## config.mk

```make
export PLATFORM = sky130hd
export DESIGN_NAME = bfa_scan
export DESIGN_NICKNAME = d
export VERILOG_FILES = /design/src/bitmap_frame_allocator_assert.svh /design/src/bfa_pkg.sv /design/src/bfa_scan.sv
export SDC_FILE = /design/constraint.sdc
export NUM_CORES = 1
export LEC_CHECK = 0
export BUFFER_PORTS_ARGS = -buffer_cell sky130_fd_sc_hd__clkbuf_2
export CELL_PAD_IN_SITES_DETAIL_PLACEMENT = 1
export CELL_PAD_IN_SITES_GLOBAL_PLACEMENT = 1
export CORE_ASPECT_RATIO = 0.8
export CORE_MARGIN = 2
export CORE_UTILIZATION = 47
export DETAILED_ROUTE_END_ITERATION = 8
export GPL_TIMING_DRIVEN = 0
export PLACE_DENSITY_LB_ADDON = 0.2
export SETUP_SLACK_MARGIN = 0.1
export SYNTH_ARGS = -nofsm -noshare
export SYNTH_HDL_FRONTEND = slang
export SYNTH_SLANG_ARGS = --single-unit
```

## constraint.sdc

```tcl
create_clock -name vclk -period 14.91
set_input_delay 0.7455 -clock vclk [all_inputs]
set_output_delay 0.7455 -clock vclk [all_outputs]
set_load 0.03 [all_outputs]
```

## src/bitmap_frame_allocator_assert.svh

```systemverilog
// ----------------------------------------------------------------------------
// Bitmap frame allocator assertion macros
// Shared property forms for the allocator's concurrent checks.
// ----------------------------------------------------------------------------
`ifndef BITMAP_FRAME_ALLOCATOR_ASSERT_SVH
`define BITMAP_FRAME_ALLOCATOR_ASSERT_SVH

// Consequent must hold in the same cycle as the antecedent
`define BFA_ASSERT_SAME(label, clk, rst, ante, cons, msg) \
   label: assert property (@(posedge clk) disable iff (rst) (ante) |-> (cons)) \
      else $error(msg);

// Consequent must hold in the cycle after the antecedent
`define BFA_ASSERT_NEXT(label, clk, rst, ante, cons, msg) \
   label: assert property (@(posedge clk) disable iff (rst) (ante) |=> (cons)) \
      else $error(msg);

`endif

```

## src/bfa_pkg.sv

```systemverilog
// ----------------------------------------------------------------------------
// Bitmap frame allocator package
// Sizes, codes, state encoding and shared types of the frame allocator.
// ----------------------------------------------------------------------------
package bfa_pkg;

   // Bitmap geometry
   localparam int NUM_FRAMES  = 32768;
   localparam int WORD_BITS   = 32;
   localparam int MAP_WORDS   = NUM_FRAMES / WORD_BITS;
   localparam int WORD_AW     = $clog2(MAP_WORDS);
   localparam int BIT_W       = $clog2(WORD_BITS);
   localparam int BITCNT_W    = BIT_W + 1;
   localparam int FRAME_W     = $clog2(NUM_FRAMES);
   localparam int LIM_W       = FRAME_W + 1;
   localparam int CNT_W       = 16;
   localparam int FRAME_SHIFT = 12;
   localparam int FRAME_BYTES = 4096;

   // Transaction field widths
   localparam int KIND_W    = 2;
   localparam int ADDR_W    = 27;
   localparam int LEN_W     = 28;
   localparam int STATUS_W  = 2;
   localparam int MEMKB_W   = 18;

   // Register port
   localparam int PADDR_W = 3;
   localparam int PDATA_W = 32;
   localparam logic REG_MEMORY_KB = 1'b0;

   typedef logic [WORD_BITS-1:0] word_type;
   typedef logic [FRAME_W-1:0]   frame_type;
   typedef logic [LIM_W-1:0]     lim_type;
   typedef logic [CNT_W-1:0]     cnt_type;

   typedef enum logic [KIND_W-1:0] {
      KIND_ALLOC     = 2'd0,
      KIND_FREE      = 2'd1,
      KIND_MARK_FREE = 2'd2,
      KIND_MARK_USED = 2'd3
   } kind_type;

   localparam logic [STATUS_W-1:0] STATUS_OK       = 2'd0;
   localparam logic [STATUS_W-1:0] STATUS_NO_FIT   = 2'd1;
   localparam logic [STATUS_W-1:0] STATUS_ZERO_LEN = 2'd2;

   typedef enum logic [2:0] {
      ST_CLEAR,
      ST_IDLE,
      ST_SETUP,
      ST_SEARCH,
      ST_WRITE,
      ST_RESP
   } fsm_state_type;

   // Outcome of scanning one bitmap word
   typedef struct packed {
      logic      hit;
      frame_type start;
      lim_type   run_out;
   } scan_result_type;

endpackage

```

## src/bfa_scan.sv

```systemverilog
// ----------------------------------------------------------------------------
// Bitmap word scanner
// Looks for the first run of free frames of the needed length that ends in
// one bitmap word, given the free run carried in from the words below.
// ----------------------------------------------------------------------------
module bfa_scan (
   input  bfa_pkg::word_type        word_data,
   input  bfa_pkg::lim_type         base,
   input  bfa_pkg::lim_type         lim,
   input  bfa_pkg::lim_type         run_in,
   input  bfa_pkg::cnt_type         need,
   output bfa_pkg::scan_result_type result
);
   import bfa_pkg::*;

   lim_type             span;
   word_type            lim_mask;
   word_type            free_bits;
   word_type            ero [BIT_W];
   word_type            fit;
   logic [BITCNT_W-1:0] trail_free;
   logic [BITCNT_W-1:0] lead_free;
   logic [BIT_W-1:0]    low_idx;
   logic                carry_fit;
   logic                inner_fit;
   logic                small_need;

   // frames at or above the limit count as used
   assign span = lim - base;

   always_comb begin
      lim_mask = '0;
      if (lim > base) begin
         if (span >= LIM_W'(WORD_BITS)) begin
            lim_mask = '1;
         end else begin
            lim_mask = (word_type'(1) << span[BIT_W-1:0]) - word_type'(1);
         end
      end
   end

   assign free_bits = ~word_data & lim_mask;

   // free frames at the bottom and at the top of the word
   always_comb begin
      trail_free = BITCNT_W'(WORD_BITS);
      for (int i = WORD_BITS - 1; i >= 0; i--) begin
         if (!free_bits[i]) trail_free = BITCNT_W'(i);
      end
   end

   always_comb begin
      lead_free = BITCNT_W'(WORD_BITS);
      for (int i = 0; i < WORD_BITS; i++) begin
         if (!free_bits[i]) lead_free = BITCNT_W'(WORD_BITS - 1 - i);
      end
   end

   // ero[k] marks bits that end a free run of at least 2**k frames
   always_comb begin
      ero[0] = free_bits;
      for (int k = 1; k < BIT_W; k++) begin
         ero[k] = ero[k-1] & (ero[k-1] << (1 << (k - 1)));
      end
   end

   // compose runs from the binary digits of the needed length
   always_comb begin
      logic started;
      started = 1'b0;
      fit     = '0;
      for (int k = 0; k < BIT_W; k++) begin
         if (need[k]) begin
            fit     = started ? (ero[k] & (fit << (1 << k))) : ero[k];
            started = 1'b1;
         end
      end
   end

   always_comb begin
      low_idx = '0;
      for (int i = WORD_BITS - 1; i >= 0; i--) begin
         if (fit[i]) low_idx = BIT_W'(i);
      end
   end

   // a run that continues from below always ends lowest
   assign small_need = (need[CNT_W-1:BIT_W] == '0);
   assign carry_fit  = ((LIM_W+1)'(run_in) + (LIM_W+1)'(trail_free)) >= (LIM_W+1)'(need);
   assign inner_fit  = small_need && (|fit);

   assign result.hit     = carry_fit || inner_fit;
   assign result.start   = carry_fit ? FRAME_W'(base - run_in)
                         : FRAME_W'(base + LIM_W'(low_idx) + LIM_W'(1) - LIM_W'(need));
   assign result.run_out = (free_bits == '1) ? run_in + LIM_W'(WORD_BITS)
                         : LIM_W'(lead_free);

endmodule

```

### Word-level counts from Yosys, hierarchy flattened

Cells that the tools add are included.
W data, S select, Z words.

| storage, ports and cells | value |
|---|---|
| word-level logic and storage cells | 140 |
| register bits | 0 |
| input port bits | 96 |

| cells by class | value |
|---|---|
| order comparisons | 3 |
| mux-type cells | 113 |
| equal/unequal tests | 1 |
| shift operators | 1 |
| add/subtract/negate cells | 8 |
| reductions and logical operators | 4 |
| bitwise gates (word level) | 10 |

Operator list:

| cell | number |
|---|---|
| $mux W6 | 64 |
| $mux W32 | 11 |
| $and A32 B32 Y32 | 9 |
| $mux W5 | 32 |
| $eq A32 B32 Y1 const B | 1 |
| $not A32 Y32 | 1 |
| $reduce_or A32 Y1 | 1 |
| $shl A1 B5 Y32 const A | 1 |
| $sub A32 B1 Y32 const B | 1 |
| $sub A15 B15 Y15 | 2 |
| $add A16 B6 Y17 | 1 |
| $ge A17 B16 Y1 | 1 |
| $add A16 B6 Y16 const B | 1 |
| $ge A16 B6 Y1 const B | 1 |
| $gt A16 B16 Y1 | 1 |
| $mux W16 | 1 |
| $sub A16 B16 Y16 | 1 |
| $add A15 B1 Y15 const B | 1 |
| $add A15 B5 Y15 | 1 |
| $mux W15 | 1 |
| $logic_not A11 Y1 | 1 |
| $mux W1 | 4 |
| $logic_and A1 B1 Y1 | 1 |
| $logic_or A1 B1 Y1 | 1 |

### Depth between registers and ports, before layout

| logic depth | value |
|---|---|
| word-level depth | 55 |
| depth in mapped cells | 50 |

### Worst setup path after synthesis

Ideal clock, no wire load.

| path | value |
|---|---|
| kind | input to output |
| start | input port lim[0] |
| end | output port result[27] (netlist name) |
| setup slack | 4.742 ns |
| path buffers | 2 |
| cell stages on the path | 47 |
| arrival | 9.423 ns |
| cells stage by stage | inv_1 > ha_1 > inv_1 > fa_1 > a21o_1 > a21oi_1 > xnor2_1 > clkbuf_1 > nor3_1 > nand2b_1 > ha_1 > nor2b_1 > nand2_1 > or3_1 > and3_1 > o41ai_1 > a21oi_1 > o21bai_1 > (+11 left out) > inv_1 > a21oi_1 > o21bai_1 > a21o_1 > a21o_1 > and2_0 > nor2b_1 > xnor2_1 > ha_1 > a21o_1 > a21o_1 > a21oi_1 > o21ai_0 > a21o_1 > a21oi_1 > o21ai_0 > clkbuf_1 > o41ai_1 |

RTL lines:

| element | line | text |
|---|---|---|
| start, declared | bfa_scan.sv:9 | `input bfa_pkg::lim_type lim,` |
| end, declared | bfa_scan.sv:12 | `output bfa_pkg::scan_result_type result` |

==> out/metrics.csv <==
metric,value,unit
status,"finished, violations left",
violations_in_the_final_reports,"capacitance limit, slew limit",
hold_class,input port to output port,
detailedRoute.firstPassIterationCount,6,
cp.required,14.16,ns
design.portCount,128,
drive_above_1_share,13.9,%
ys_seq_area_share,0,%
fp-row-count,46,
global_route.overflow_total,0,
setup-tns-final,0,ns
post-route-period-util,91.7,%
cap_viol_max_count,1,
area_growth_from_synthesis_to_final_layout,10.4,%
clock_buffers,0,
grt.total_usage,54.9,%
port_buffers,125,
dieWidth,163,µm
crit_type,input port to output port,
crit_path_start_kind,input port,
seqCellArea,0,µm²
crit_path_frequent_cell,sky130_fd_sc_hd__o21ai_0,
clock.fmax,73.1,MHz
whs_path_depth,3,
worst_path_arrival,12.93,ns
die-height,131,µm
die-area,0.0213,mm²
min-delay-start,run_in[5],
timing.final.crit_period,13.68,ns
holdBufCountCts,0,
rsz0062_at_grt,false,
synthesis.instances,1470,
layout.nets,1779,
post_synth_instance_area,0.00947,mm²
drt.antenna.violating_nets,0,
antenna_violations_before_repair,2,
setup_viol,0,
initial_util,47.8,%
gp_congestion,1.13,
post-route-drc-count,0,
max_stage_delay,0.83,ns
ys.warnings.count,0,
first_iter_violations,2872,
seq_cell_count,0,
relSlewSlack,-1.05,%
final-max-slew-violation-count,3,
timing_hold_violations_final,0,
postCtsResizedCells,0,
sum_of_routed_wire_length_over_all_layers,60400,µm
tightestPinTransition,1.50,ns
fillCellCount,2821,
post_synth_num_cell_types,103,
vias,14600,
via_per_inst,7.82,
cts_post_setup_buffers_inserted,0,
grt_pass1_vias,14100,
dp_hpwl,49100,µm
crit_path_max_fanout,10,
slowest_cell_on_the_critical_path,sky130_fd_sc_hd__a211oi_1,
end_kind,output port,
syn_avg_cell_area,6.44,µm²
worst_hold_path.endpoint,result[5],
grt_pass1_wl,87900,µm
drt-wirelength-per-cell,32.5,µm
core-area,0.0198,mm²
synth_fp_nets,1651,
grt_start_max_net_pins,11,
[area by class of cell]
cell class	count	area (µm²)	share of cell area [%]
buffer	91	534	5.11
timing repair buffer	126	636	6.08
tap	264	330	3.16
antenna	1	2.50	0.0239
inverter	90	338	3.23
multi-input combinational	1289	8610	82.4
[critical path: cells and delay by family]
family / cells / cell delay, ns
AO/OA/AOI/OAI: 16 / 4.66
AND/OR/NAND/NOR: 22 / 4.52
adder cells (fa/ha/maj): 4 / 1.67
buffers and inverters: 5 / 0.74
XOR/XNOR: 2 / 0.56
[logic make-up (layout without fill, tap and decap cells)]
kind of cell | after synthesis | after routing | synth area share, %
XOR/XNOR | 49 | 49 | 4.53
AO/OA/AOI/OAI | 594 | 594 | 44.0
AND/OR/NAND/NOR | 550 | 550 | 29.2
multiplexers | 11 | 11 | 1.22
adder cells (fa/ha/maj) | 85 | 85 | 11.9
other | 0 | 1 | 0
buffers and inverters | 181 | 307 | 9.21
[cell usage in the layout (no fill, tap or decap), drive strengths merged, types with 17 or more instances in the layout]
cell and count:
a211oi 32, nand3 45, xnor2 39, ha 77
and3 22, and2 19, o21a 17, clkbuf 170
nand2 119, buf 46, o21ai 139, o211ai 25
nor3 48, nand4 20, a21o 31, nand2b 28
inv 88, nor4 22, nor2 154, a21oi 119
[cell usage after synthesis (7+ instances only)]
| master | count | area, µm² |
|---|---|---|
| sky130_fd_sc_hd__a211o_1 | 16 | 140 |
| sky130_fd_sc_hd__a211oi_1 | 28 | 210 |
| sky130_fd_sc_hd__a21boi_0 | 8 | 60.1 |
| sky130_fd_sc_hd__a21o_1 | 31 | 233 |
| sky130_fd_sc_hd__a21oi_1 | 113 | 566 |
| sky130_fd_sc_hd__a221o_1 | 8 | 80.1 |
| sky130_fd_sc_hd__a221oi_1 | 9 | 78.8 |
| sky130_fd_sc_hd__a22oi_1 | 15 | 113 |
| sky130_fd_sc_hd__a311oi_1 | 10 | 87.6 |
| sky130_fd_sc_hd__a31oi_1 | 14 | 87.6 |
| sky130_fd_sc_hd__a32oi_1 | 12 | 105 |
| sky130_fd_sc_hd__and2_1 | 17 | 106 |
| sky130_fd_sc_hd__and3_1 | 22 | 138 |
| sky130_fd_sc_hd__buf_2 | 18 | 90.1 |
| sky130_fd_sc_hd__buf_4 | 9 | 67.6 |
| sky130_fd_sc_hd__buf_6 | 13 | 146 |
| sky130_fd_sc_hd__clkbuf_1 | 45 | 169 |
| sky130_fd_sc_hd__fa_1 | 8 | 160 |
| sky130_fd_sc_hd__ha_1 | 77 | 963 |
| sky130_fd_sc_hd__inv_1 | 87 | 327 |
| sky130_fd_sc_hd__mux2i_1 | 7 | 70.1 |
| sky130_fd_sc_hd__nand2_1 | 119 | 447 |
| sky130_fd_sc_hd__nand2b_1 | 28 | 175 |
| sky130_fd_sc_hd__nand3_1 | 43 | 215 |
| sky130_fd_sc_hd__nand4_1 | 19 | 119 |
| sky130_fd_sc_hd__nor2_1 | 154 | 578 |
| sky130_fd_sc_hd__nor2b_1 | 13 | 81.3 |
| sky130_fd_sc_hd__nor3_1 | 48 | 240 |
| sky130_fd_sc_hd__nor4_1 | 21 | 131 |
| sky130_fd_sc_hd__o2111ai_1 | 14 | 123 |
| sky130_fd_sc_hd__o211ai_1 | 25 | 188 |
| sky130_fd_sc_hd__o21a_1 | 17 | 128 |
| sky130_fd_sc_hd__o21ai_0 | 125 | 626 |
| sky130_fd_sc_hd__o21ai_1 | 12 | 60.1 |
| sky130_fd_sc_hd__o21bai_1 | 12 | 90.1 |
| sky130_fd_sc_hd__o22ai_1 | 16 | 100 |
| sky130_fd_sc_hd__o31ai_1 | 12 | 90.1 |
| sky130_fd_sc_hd__or3_1 | 16 | 100 |
| sky130_fd_sc_hd__or4_1 | 7 | 52.6 |
| sky130_fd_sc_hd__xnor2_1 | 39 | 342 |
| sky130_fd_sc_hd__xor2_1 | 10 | 87.6 |
[worst max-delay path by stage]
| stage | from | to | slack [ns] | cells past startpoint |
|---|---|---|---|---|
| 2_1_floorplan | lim[0] | result[27] | 4.74 | 47 |
| 3_3_place_gp | base[1] | result[30] | 2.61 | 49 |
| 3_5_place_dp | base[1] | result[30] | 1.92 | 49 |
| 4_1_cts | base[1] | result[30] | 1.88 | 49 |
| 5_1_grt | base[1] | result[30] | 0.89 | 49 |
| 6_report | base[1] | result[30] | 1.23 | 49 |
[per-layer routing]
layer	global-route usage [%]	wire length [µm]	vias to the layer above
met3	27.7	10900	343
met2	77.2	22900	1457
met1	69.3	22900	6870
li1	-	-	5871
met4	22.9	3320	10
met5	14.1	435	-
[stage by stage]
stage,hold WS [ns],std cells,setup WS [ns],utilization (%),cell area (µm²)
floorplan,1.60,1470,4.74,-,9470
finish,1.93,1861,1.23,52.8,10500
detailed placement,1.92,1860,1.92,52.7,10400
global route,1.93,1860,0.886,52.8,10400
global placement,1.88,1859,2.61,52.7,10400
CTS,1.93,1860,1.88,52.7,10400
